--- src/hw/rtl/mte_pkg.sv ---
// Shared types, codes and the microcode program of the MIDI track event encoder.
`default_nettype none

package mte_pkg;

  localparam int unsigned PC_W = 5;
  typedef logic [PC_W-1:0] upc_t;

  // Event codes on the action field
  localparam logic [2:0] ACT_NOTE_OFF  = 3'd0;
  localparam logic [2:0] ACT_NOTE_ON   = 3'd1;
  localparam logic [2:0] ACT_POLY_AT   = 3'd2;
  localparam logic [2:0] ACT_PROGRAM   = 3'd3;
  localparam logic [2:0] ACT_TEMPO     = 3'd4;
  localparam logic [2:0] ACT_TIME_SIG  = 3'd5;
  localparam logic [2:0] ACT_END_TRACK = 3'd6;
  localparam logic [2:0] ACT_NONE      = 3'd7;

  // Program entry points and the final step
  localparam upc_t UA_NOTE  = 5'd0;
  localparam upc_t UA_PROG  = 5'd4;
  localparam upc_t UA_TEMPO = 5'd7;
  localparam upc_t UA_TSIG  = 5'd14;
  localparam upc_t UA_EOT   = 5'd22;
  localparam upc_t UA_LAST  = 5'd25;

  typedef enum logic [2:0] {
    SRC_CONST  = 3'd0,  // literal byte
    SRC_VLQ    = 3'd1,  // current delta group with continuation bit
    SRC_STATUS = 3'd2,  // literal | action[1:0] << 4 | channel
    SRC_CHAN   = 3'd3,  // literal | channel
    SRC_P1     = 3'd4,
    SRC_P2     = 3'd5,
    SRC_PAY    = 3'd6   // payload byte selected by literal[1:0]
  } byte_src_t;

  typedef struct packed {
    byte_src_t   src;
    logic [7:0]  lit;
    logic        loop;  // repeat this step until the delta group index reaches zero
    logic        last;  // final byte of the event
  } ucode_t;

  typedef struct packed {
    logic [2:0]  action;
    logic [27:0] delta;
    logic [3:0]  channel;
    logic [7:0]  p1;
    logic [7:0]  p2;
    logic [31:0] payload;
  } event_t;

  function automatic ucode_t uc(input byte_src_t src, input logic [7:0] lit,
                                input logic loop, input logic last);
    ucode_t w;
    w.src  = src;
    w.lit  = lit;
    w.loop = loop;
    w.last = last;
    return w;
  endfunction

  function automatic ucode_t ucode_rom(input upc_t addr);
    ucode_t w;
    case (addr)
      // note off / note on / poly aftertouch
      5'd0:    w = uc(SRC_VLQ,    8'h00, 1'b1, 1'b0);
      5'd1:    w = uc(SRC_STATUS, 8'h80, 1'b0, 1'b0);
      5'd2:    w = uc(SRC_P1,     8'h00, 1'b0, 1'b0);
      5'd3:    w = uc(SRC_P2,     8'h00, 1'b0, 1'b1);
      // program change
      5'd4:    w = uc(SRC_CONST,  8'h00, 1'b0, 1'b0);
      5'd5:    w = uc(SRC_CHAN,   8'hC0, 1'b0, 1'b0);
      5'd6:    w = uc(SRC_P1,     8'h00, 1'b0, 1'b1);
      // tempo
      5'd7:    w = uc(SRC_VLQ,    8'h00, 1'b1, 1'b0);
      5'd8:    w = uc(SRC_CONST,  8'hFF, 1'b0, 1'b0);
      5'd9:    w = uc(SRC_CONST,  8'h51, 1'b0, 1'b0);
      5'd10:   w = uc(SRC_CONST,  8'h03, 1'b0, 1'b0);
      5'd11:   w = uc(SRC_PAY,    8'h02, 1'b0, 1'b0);
      5'd12:   w = uc(SRC_PAY,    8'h01, 1'b0, 1'b0);
      5'd13:   w = uc(SRC_PAY,    8'h00, 1'b0, 1'b1);
      // time signature
      5'd14:   w = uc(SRC_VLQ,    8'h00, 1'b1, 1'b0);
      5'd15:   w = uc(SRC_CONST,  8'hFF, 1'b0, 1'b0);
      5'd16:   w = uc(SRC_CONST,  8'h58, 1'b0, 1'b0);
      5'd17:   w = uc(SRC_CONST,  8'h04, 1'b0, 1'b0);
      5'd18:   w = uc(SRC_PAY,    8'h03, 1'b0, 1'b0);
      5'd19:   w = uc(SRC_PAY,    8'h02, 1'b0, 1'b0);
      5'd20:   w = uc(SRC_PAY,    8'h01, 1'b0, 1'b0);
      5'd21:   w = uc(SRC_PAY,    8'h00, 1'b0, 1'b1);
      // end of track
      5'd22:   w = uc(SRC_CONST,  8'h00, 1'b0, 1'b0);
      5'd23:   w = uc(SRC_CONST,  8'hFF, 1'b0, 1'b0);
      5'd24:   w = uc(SRC_CONST,  8'h2F, 1'b0, 1'b0);
      5'd25:   w = uc(SRC_CONST,  8'h00, 1'b0, 1'b1);
      default: w = uc(SRC_CONST,  8'h00, 1'b0, 1'b1);
    endcase
    return w;
  endfunction

  function automatic upc_t entry_of(input logic [2:0] action);
    upc_t a;
    case (action)
      ACT_NOTE_OFF, ACT_NOTE_ON, ACT_POLY_AT: a = UA_NOTE;
      ACT_PROGRAM:   a = UA_PROG;
      ACT_TEMPO:     a = UA_TEMPO;
      ACT_TIME_SIG:  a = UA_TSIG;
      ACT_END_TRACK: a = UA_EOT;
      default:       a = UA_NOTE;
    endcase
    return a;
  endfunction

  // Index of the most significant nonzero 7-bit group (zero encodes as one group)
  function automatic logic [1:0] vlq_top(input logic [27:0] delta);
    logic [1:0] idx;
    priority if (delta[27:21] != 7'd0) idx = 2'd3;
    else if (delta[20:14] != 7'd0)     idx = 2'd2;
    else if (delta[13:7] != 7'd0)      idx = 2'd1;
    else                               idx = 2'd0;
    return idx;
  endfunction

endpackage

`default_nettype wire

--- src/hw/rtl/mte_if.sv ---
// Valid/ready channel interfaces for event input and byte output.
`default_nettype none

interface mte_evt_if;
  logic        valid;
  logic        ready;
  logic [2:0]  action;
  logic [27:0] delta_ticks;
  logic [3:0]  channel;
  logic [7:0]  param_one;
  logic [7:0]  param_two;
  logic [31:0] payload;

  modport source (output valid, action, delta_ticks, channel, param_one, param_two,
                  payload, input ready);
  modport sink (input valid, action, delta_ticks, channel, param_one, param_two,
                payload, output ready);
endinterface

interface mte_byte_if;
  logic       valid;
  logic       ready;
  logic [7:0] out_byte;
  logic       last_byte;

  modport source (output valid, out_byte, last_byte, input ready);
  modport sink (input valid, out_byte, last_byte, output ready);
endinterface

`default_nettype wire

--- src/hw/rtl/mte_byte_sel.sv ---
// Byte datapath: forms the output byte named by the current control word.
`default_nettype none

module mte_byte_sel (
  input  mte_pkg::ucode_t  uw,
  input  mte_pkg::event_t  ev,
  input  logic [1:0]       vlq_idx,
  output logic [7:0]       data
);
  import mte_pkg::*;

  logic [6:0] group;
  logic [7:0] pay_byte;

  always_comb begin
    group    = ev.delta[7*vlq_idx +: 7];
    pay_byte = ev.payload[8*uw.lit[1:0] +: 8];
  end

  always_comb begin
    unique case (uw.src)
      SRC_CONST:  data = uw.lit;
      SRC_VLQ:    data = {vlq_idx != 2'd0, group};
      SRC_STATUS: data = uw.lit | {2'b00, ev.action[1:0], ev.channel};
      SRC_CHAN:   data = uw.lit | {4'h0, ev.channel};
      SRC_P1:     data = ev.p1;
      SRC_P2:     data = ev.p2;
      SRC_PAY:    data = pay_byte;
      default:    data = 8'h00;
    endcase
  end

endmodule

`default_nettype wire

--- src/hw/rtl/midi_track_event_encoder.sv ---
// Top level: microcoded encoder from MIDI track events to file byte sequences.
`default_nettype none

// Takes one track event per transfer and emits its Standard MIDI File bytes, one byte
// per output transfer, with last_byte set on the final one. A small microcode ROM
// holds one program per event kind (note off, note on and poly aftertouch share one);
// a step counter walks it and emits one byte per step, repeating the delta step once
// per 7-bit group. An event emits 3 to 11 bytes. A new event is taken as soon as the
// last byte of the previous one has been loaded into the output register. Action code
// 7 is taken and emits nothing.
module midi_track_event_encoder (
  input  logic               clk,
  input  logic               rst,
  mte_evt_if.sink            evt_in,
  mte_byte_if.source         byte_out
);
  import mte_pkg::*;

  logic        busy;
  upc_t        pc;
  logic [1:0]  vlq_idx;
  event_t      ev;
  logic        out_valid;
  logic [7:0]  out_data;
  logic        out_last;

  ucode_t      uw;
  logic [7:0]  step_byte;
  logic        accept;
  logic        step;

  assign uw     = ucode_rom(pc);
  assign accept = evt_in.valid && evt_in.ready;
  assign step   = busy && (!out_valid || byte_out.ready);

  assign evt_in.ready       = !busy;
  assign byte_out.valid     = out_valid;
  assign byte_out.out_byte  = out_data;
  assign byte_out.last_byte = out_last;

  mte_byte_sel u_byte_sel (
    .uw      (uw),
    .ev      (ev),
    .vlq_idx (vlq_idx),
    .data    (step_byte)
  );

  always_ff @(posedge clk) begin
    if (rst) begin
      busy      <= 1'b0;
      pc        <= UA_NOTE;
      vlq_idx   <= 2'd0;
      out_valid <= 1'b0;
    end else begin
      if (accept) begin
        pc      <= entry_of(evt_in.action);
        vlq_idx <= vlq_top(evt_in.delta_ticks);
        busy    <= (evt_in.action != ACT_NONE);
      end
      if (step) begin
        out_valid <= 1'b1;
        // stay on the delta step until the lowest group is out
        if (uw.loop && vlq_idx != 2'd0) begin
          vlq_idx <= vlq_idx - 2'd1;
        end else begin
          pc <= upc_t'(pc + 1'b1);
        end
        if (uw.last) begin
          busy <= 1'b0;
        end
      end else if (byte_out.ready) begin
        out_valid <= 1'b0;
      end
    end
  end

  always_ff @(posedge clk) begin
    if (accept) begin
      ev.action  <= evt_in.action;
      ev.delta   <= evt_in.delta_ticks;
      ev.channel <= evt_in.channel;
      ev.p1      <= evt_in.param_one;
      ev.p2      <= evt_in.param_two;
      ev.payload <= evt_in.payload;
    end
    if (step) begin
      out_data <= step_byte;
      out_last <= uw.last;
    end
  end

`ifndef SYNTHESIS
  a_end_on_last: assert property (@(posedge clk) disable iff (rst)
    $fell(busy) |-> out_valid && out_last)
    else $error("event finished without a last byte");

  a_pc_range: assert property (@(posedge clk) disable iff (rst)
    busy |-> pc <= UA_LAST)
    else $error("step counter left the program");

  a_stall_hold: assert property (@(posedge clk) disable iff (rst)
    busy && !step |=> busy && $stable(pc) && $stable(vlq_idx))
    else $error("sequencer advanced during an output stall");
`endif

endmodule

`default_nettype wire
--- src/flat_wrapper.sv ---
// flat-port wrapper written by rule: the top's interface ports become plain ports
module midi_track_event_encoder_flat import mte_pkg::*;
  (clk, rst, evt_in_valid, evt_in_action, evt_in_delta_ticks, evt_in_channel, evt_in_param_one, evt_in_param_two, evt_in_payload, evt_in_ready, byte_out_valid, byte_out_out_byte, byte_out_last_byte, byte_out_ready);
  mte_evt_if evt_in_i ();
  mte_byte_if byte_out_i ();
  input  logic clk;
  input  logic rst;
  input wire logic [$bits(evt_in_i.valid)-1:0] evt_in_valid;
  input wire logic [$bits(evt_in_i.action)-1:0] evt_in_action;
  input wire logic [$bits(evt_in_i.delta_ticks)-1:0] evt_in_delta_ticks;
  input wire logic [$bits(evt_in_i.channel)-1:0] evt_in_channel;
  input wire logic [$bits(evt_in_i.param_one)-1:0] evt_in_param_one;
  input wire logic [$bits(evt_in_i.param_two)-1:0] evt_in_param_two;
  input wire logic [$bits(evt_in_i.payload)-1:0] evt_in_payload;
  output wire logic [$bits(evt_in_i.ready)-1:0] evt_in_ready;
  output wire logic [$bits(byte_out_i.valid)-1:0] byte_out_valid;
  output wire logic [$bits(byte_out_i.out_byte)-1:0] byte_out_out_byte;
  output wire logic [$bits(byte_out_i.last_byte)-1:0] byte_out_last_byte;
  input wire logic [$bits(byte_out_i.ready)-1:0] byte_out_ready;
  assign evt_in_i.valid = evt_in_valid;
  assign evt_in_i.action = evt_in_action;
  assign evt_in_i.delta_ticks = evt_in_delta_ticks;
  assign evt_in_i.channel = evt_in_channel;
  assign evt_in_i.param_one = evt_in_param_one;
  assign evt_in_i.param_two = evt_in_param_two;
  assign evt_in_i.payload = evt_in_payload;
  assign evt_in_ready = evt_in_i.ready;
  assign byte_out_valid = byte_out_i.valid;
  assign byte_out_out_byte = byte_out_i.out_byte;
  assign byte_out_last_byte = byte_out_i.last_byte;
  assign byte_out_i.ready = byte_out_ready;
  midi_track_event_encoder u_core (.clk(clk), .rst(rst), .evt_in(evt_in_i), .byte_out(byte_out_i));
endmodule
--- config.mk ---
export PLATFORM = sky130hd
export DESIGN_NAME = midi_track_event_encoder_flat
export DESIGN_NICKNAME = d
export VERILOG_FILES = /design/src/hw/rtl/mte_pkg.sv /design/src/hw/rtl/mte_if.sv /design/src/hw/rtl/mte_byte_sel.sv /design/src/hw/rtl/midi_track_event_encoder.sv /design/src/flat_wrapper.sv
export SDC_FILE = /design/constraint.sdc
export NUM_CORES = 1
export LEC_CHECK = 0
export BUFFER_PORTS_ARGS = -buffer_cell sky130_fd_sc_hd__buf_2
export CORE_ASPECT_RATIO = 1.1
export CORE_MARGIN = 10
export CORE_UTILIZATION = 55
export DETAILED_ROUTE_END_ITERATION = 6
export PLACE_DENSITY_LB_ADDON = 0.15
export SLEW_MARGIN = 10
export SYNTH_ARGS = -nofsm -noshare
export SYNTH_HDL_FRONTEND = slang
export SYNTH_SLANG_ARGS = --single-unit
--- constraint.sdc ---
create_clock -name clk -period 3.95 [get_ports clk]
set_input_delay 0.79 -clock clk [delete_from_list [all_inputs] [get_ports clk]]
set_output_delay 0.79 -clock clk [all_outputs]
set_load 0.02 [all_outputs]
======== Yosys cells after proc, flatten, opt, wreduce, memory -nomap -nowiden ========
Memory sizes are Yosys's and may differ from the RTL's. A register that Yosys moved wholly into a read port is not among the register bits.
Cells that the tools add are included.
cells by class
  reductions and logical operators ........ 12
  multiply operators ...................... 1
  shift-type cells ........................ 2
  muxes and demuxes ....................... 17
  bitwise operators ....................... 2
  add/sub/neg operators ................... 2
  equality and inequality tests ........... 11
operators with widths
  operator               number
  $pmux W8 S7            1
  $shiftx A32 B6 Y8      1
  $shiftx A28 B6 Y7      1
  $reduce_bool A7 Y1     3
  $mux W5                4
  $pmux W5 S4            1
  $eq A3 B3 Y1 const B   6
  $mux W2                5
  $eq A3 B2 Y1 const B   3
  $or A8 B4 Y8           1
  $or A8 B6 Y8           1
  $mux W1                6
  $add A5 B1 Y5 const B  1
  $mul A3 B2 Y5 const A  1
  $reduce_bool A2 Y1     2
  $eq A3 B1 Y1 const B   1
  $logic_and A1 B1 Y1    3
  $logic_not A3 Y1       1
  $ne A3 B3 Y1 const B   1
  $logic_not A1 Y1       2
  $sub A2 B1 Y2 const B  1
  $logic_or A1 B1 Y1     1
storage, ports and cells
  memories kept ........................... 1
  memory bits (read-only) ................. 416
  register bits ........................... 100
  output and inout port bits .............. 11
memories
  memory            depth  bits a word  rd ports  clocked after Yosys merged registers in  wr ports  line           text
  (name not given)  32     13           1         1                                        0         mte_pkg.sv:65  case (addr)

======== Longest topological paths before layout ========
  depth after elaboration ................. 7
  depth in mapped cells ................... 12
  mapped depth without buffers ............ 11

======== By module ========
From an unflattened synthesis, not the netlist that was laid out.
unflattened totals
  cells, all modules ...................... 357
  area total of the unflattened synthesis .. 4,933.5 µm²
by module, submodules not included
  module                    area each (µm²)  times used  cells an instance
  midi_track_event_encoder  4,167.7          1           262
  mte_byte_sel              765.7            1           95

======== Worst setup path after synthesis ========
Ideal clock, no wire load.
  path type ............................... input to register
  from .................................... input evt_in_valid
  to ...................................... register u_core.uw[1] (netlist name)
  path slack .............................. 791 ps
  data arrival time ....................... 3,039 ps
  data required time ...................... 3,830 ps
  stages on the path ...................... 11
  cells stage by stage .................... nand2b_1 buf_6 inv_4 mux2_1 mux2i_2 or2_2 inv_1 ha_1 mux2_1 nand2_1 a21oi_1
between the ends
  cells in the longest elaborated chain, start to end .. 5
ends and longest elaborated chain
  what                        line                            text
  start: declaration          flat_wrapper.sv:8               input wire logic [$bits(evt_in_i.valid)-1:0] evt_in_valid;
  $logic_and A1 B1 Y1 *       midi_track_event_encoder.sv:33  assign accept = evt_in.valid && evt_in.ready;
  $mux W5 *                   midi_track_event_encoder.sv:55  if (accept) begin
  $mux W5                     midi_track_event_encoder.sv:63  if (uw.loop && vlq_idx != 2'd0) begin
  $mux W5 *                   midi_track_event_encoder.sv:60  if (step) begin
  $mux W5 (no source line) *  -
Every way passes the cells marked *; elsewhere a longest branch is shown, timed or not.
A chain may end at the register's enable or synchronous reset.

======== Final worst setup path ========
  from .................................... register u_core.vlq_idx[1]
  to ...................................... register u_core.uw[10] (netlist name)
between the ends
  cells in the longest elaborated chain, start to end .. 5
ends and longest elaborated chain
  what                      line                            text
  start: declaration        midi_track_event_encoder.sv:21  logic [1:0] vlq_idx;
  start signal: assignment  midi_track_event_encoder.sv:57  vlq_idx <= vlq_top(evt_in.delta_ticks);
  start signal: assignment  midi_track_event_encoder.sv:64  vlq_idx <= vlq_idx - 2'd1;
  $reduce_bool A2 Y1        midi_track_event_encoder.sv:63
  $logic_and A1 B1 Y1       midi_track_event_encoder.sv:63
  $mux W5                   midi_track_event_encoder.sv:63
  $mux W5                   midi_track_event_encoder.sv:60
  $mux W5 (no source line)  -
Every way passes these cells.

==> results.md <==
* Status: complete, no violations
* Clock Latency Late Sink at 0.51 ns
* Comb pwr share at 12.7%
* Final TNS setup at 0 ns
* # IOs at 98
* Fin. max-slew vios at 0
* Syn avg cell area at 14.37 µm²
* Hpwl dp at 8512 µm
* Worst Tran Pin Value at 1.061 ns
* Kind of critical path: flop to flop
* Final worst path period need at 3.042 ns
* Clock sink total at 113
* Most frequent cells after synthesis: edfxtp_1 (91), nand2_1 (24), dfxtp_1 (22), a21oi_1 (17)
* CP endpoint kind: flop
* Die width at 110.4 µm
* Top cell type's share of synthesized area at 55.28%
* Num CTS Buffers at 17
* GP Congestion at 0.8481
* CTS max path bufs at 2
* Row count at 36
* Root Driver: clkbuf_8
* Initial core utilization at 55.99%
* Met2 routed WL at 5839 µm
* Post-synthesis cell count at 344
* Final count of hold timing violations at 0
* Vias per cell at 5.827
* Post-Syn Area at 4943 µm²
* Async S/R FF share, synth at 0%
* Area contributors post-synth: edfxtp_1 (55%), dfxtp_1 (8.9%), mux4_2 (6.8%), ha_1 (2.0%), o211ai_1 (2.0%)
* Post-cts hold buffer count at 0
* Resize count post-CTS at 0
* Flop pwr share at 43.1%
* Post-synthesis sequential area ratio at 64.19%
* Yosys synthesis warning count at 0
* Fraction of layout cells with a size suffix above 1 at 35.85%
* Worst-path clk slew at 0.06 ns
* Initial antenna violation count at 0
* Routed Antenna Nets at 0
* Grt total ovfl at 0
* Crit start category: flop
* Most frequent cell after synthesis: edfxtp_1
* Worst EP arrival at 3.48 ns
* Worst-case clock skew at 0.01206 ns
* First-pass GRT wire length at 18380 µm
* Highest routed layer: met4
* Met3 WL at 764 µm
* Ant. Diodes at 0
* Hold Crit Class: primary input to flop
* Sw frac at 23.81%
* Max-slew headroom at 29.14%
* Port Buf Inserts at 97
* Post-CTS setup buffers at 0
* Drt first pass iters at 4
* Max_cap viols at 0
* H-tree Lvls at 4
* Worst Path Max Fanout at 8
* Final net count at 545
* Switching pwr at 824.3 µW
* Avg WL per Cell at 20.14 µm
* M1 WL at 4862 µm
* Area of the multi-input gates at 1664 µm²
* Int Power at 2.637 mW
* Reg area at 3173 µm²
* PD cells at 564.1 nW/µm²
* Die Y at 119.4 µm
* Achievable Freq at 328.7 MHz
* RSZ-0062 raised after global routing: no
* Total routed wirelength at 11620 µm
* Layout area overhead at 24.12%
* Synth unique cells at 58
* Vias at 3362
* VDD IR-drop max at 0.4971 mV
* Syn nets at 439
* Seq cells post-synth at 113
* First DRT Iteration DRCs at 168
* CTS tree: done
* Full die area at 13180 µm²
* Fin Hold WS at 0.4523 ns
* Core Region at 8828 µm²
* Largest net degree at the start of global routing at 48
* Number of synthesized flops with an enable pin at 91
* Lkg Pwr at 2.369 nW
* Cell taking the most area after synthesis: edfxtp_1
* Clock power frac at 44.2%
* Filler instances at 645
* Top FF cell, synth: edfxtp_1
* Setup violators final at 0
* DRC Markers at 0
* Critical Path RT at 4.39 ns
* GR Util All Layers at 18.39%
* Number of global-route vias before repair at 3492
* Fin crit share at 77.01%
==> cell type report <==
class / instances / area share (%)
clock buffers: 20 / 7.096
inverters: 11 / 0.7545
repair buffers: 100 / 8.279
well taps: 114 / 2.325
flip-flops and latches: 113 / 51.71
multi-input cells: 207 / 27.12
clock inverters: 12 / 2.712
==> worst paths after layout <==
check / cells past startpoint / slack (ns) / endpoint / from
max reg2reg: 9 / 0.91 / u_core.uw[10]$_SDFF_PP0_ / u_core.vlq_idx[1]$_SDFF_PP0_
min reg2reg: 0 / 0.50 / u_core.byte_out.last_byte$_DFFE_PP_ / u_core.uw[0]$_DFF_P_
max: 9 / 0.91 / u_core.uw[10]$_SDFF_PP0_ / u_core.vlq_idx[1]$_SDFF_PP0_
min: 1 / 0.45 / u_core.ev[0]$_DFFE_PN_ / evt_in_payload[0]
==> registers in the layout, indices dropped and copies added, names as in the netlist <==
signal,cells
u_core.byte_out.valid,1
u_core.pc,5
u_core.busy,1
u_core.vlq_idx,2
u_core.ev,82
u_core.byte_out.last_byte,1
u_core.uw,13
u_core.byte_out.out_byte,8
==> through the flow <==
step           setup slack (ns)  instances  total power, mW  utilization, %  cell area, µm²
6_report                 0.9080        577            3.461           69.50            6136
5_1_grt                  0.6813        577            3.601           69.50            6136
4_1_cts                  0.9023        577            3.484           69.50            6136
3_5_place_dp             0.9574        545            1.949           62.68            5534
3_3_place_gp              1.005        545            1.938           62.68            5534
2_1_floorplan            0.7912        344            1.788               -            4943
==> power groups by stage <==
stage                     combinational [mW]  clock (mW)  sequential (mW)
final                                  0.441        1.53             1.49
after global routing                   0.487        1.61             1.50
after CTS                              0.443        1.55             1.49
after detailed placement               0.436           0             1.51
after global placement                 0.430           0             1.51
after floorplan                        0.312           0             1.48
==> layout by cell type (no fill, tap or decap), drive strengths merged, types with 13 or more instances in the layout <==
cell	netlist	layout
buf	4	100
nand2	24	24
edfxtp	91	91
nand3	16	16
mux4	15	15
o211ai	13	13
o21ai	14	14
clkbuf	9	20
a21oi	18	18
dfxtp	22	22
==> metal layers <==
metal	global-route usage, %	vias up
met5	0	-
met3	5.502	15
li1	-	1587
met1	23.23	1643
met2	29.42	117
met4	5.949	0
==> critical path, stage by stage (launching register included) <==
cell and delay (ns):
dfxtp_1 0.55, inv_1 0.11, ha_1 0.22, nor2b_1 0.38, o311ai_0 0.25, a31oi_2 0.41
inv_1 0.16, ha_1 0.33, or3_1 0.40, a21oi_2 0.15
==> kinds of logic (layout without fill, tap and decap cells) <==
| kind of cell | after synthesis | count (layout) | synth area share [%] |
|---|---|---|---|
| AOI/OAI and AO/OA | 75 | 75 | 11.36 |
| xor gates and xnor gates | 1 | 1 | 0.1772 |
| adders and majority gates | 8 | 8 | 2.025 |
| buffers and inverters | 24 | 143 | 2.151 |
| DFF | 113 | 113 | 64.19 |
| muxes | 28 | 28 | 9.719 |
| and+or+nand+nor | 95 | 95 | 10.38 |
No activity file was read; power rests on OpenSTA's default activity.
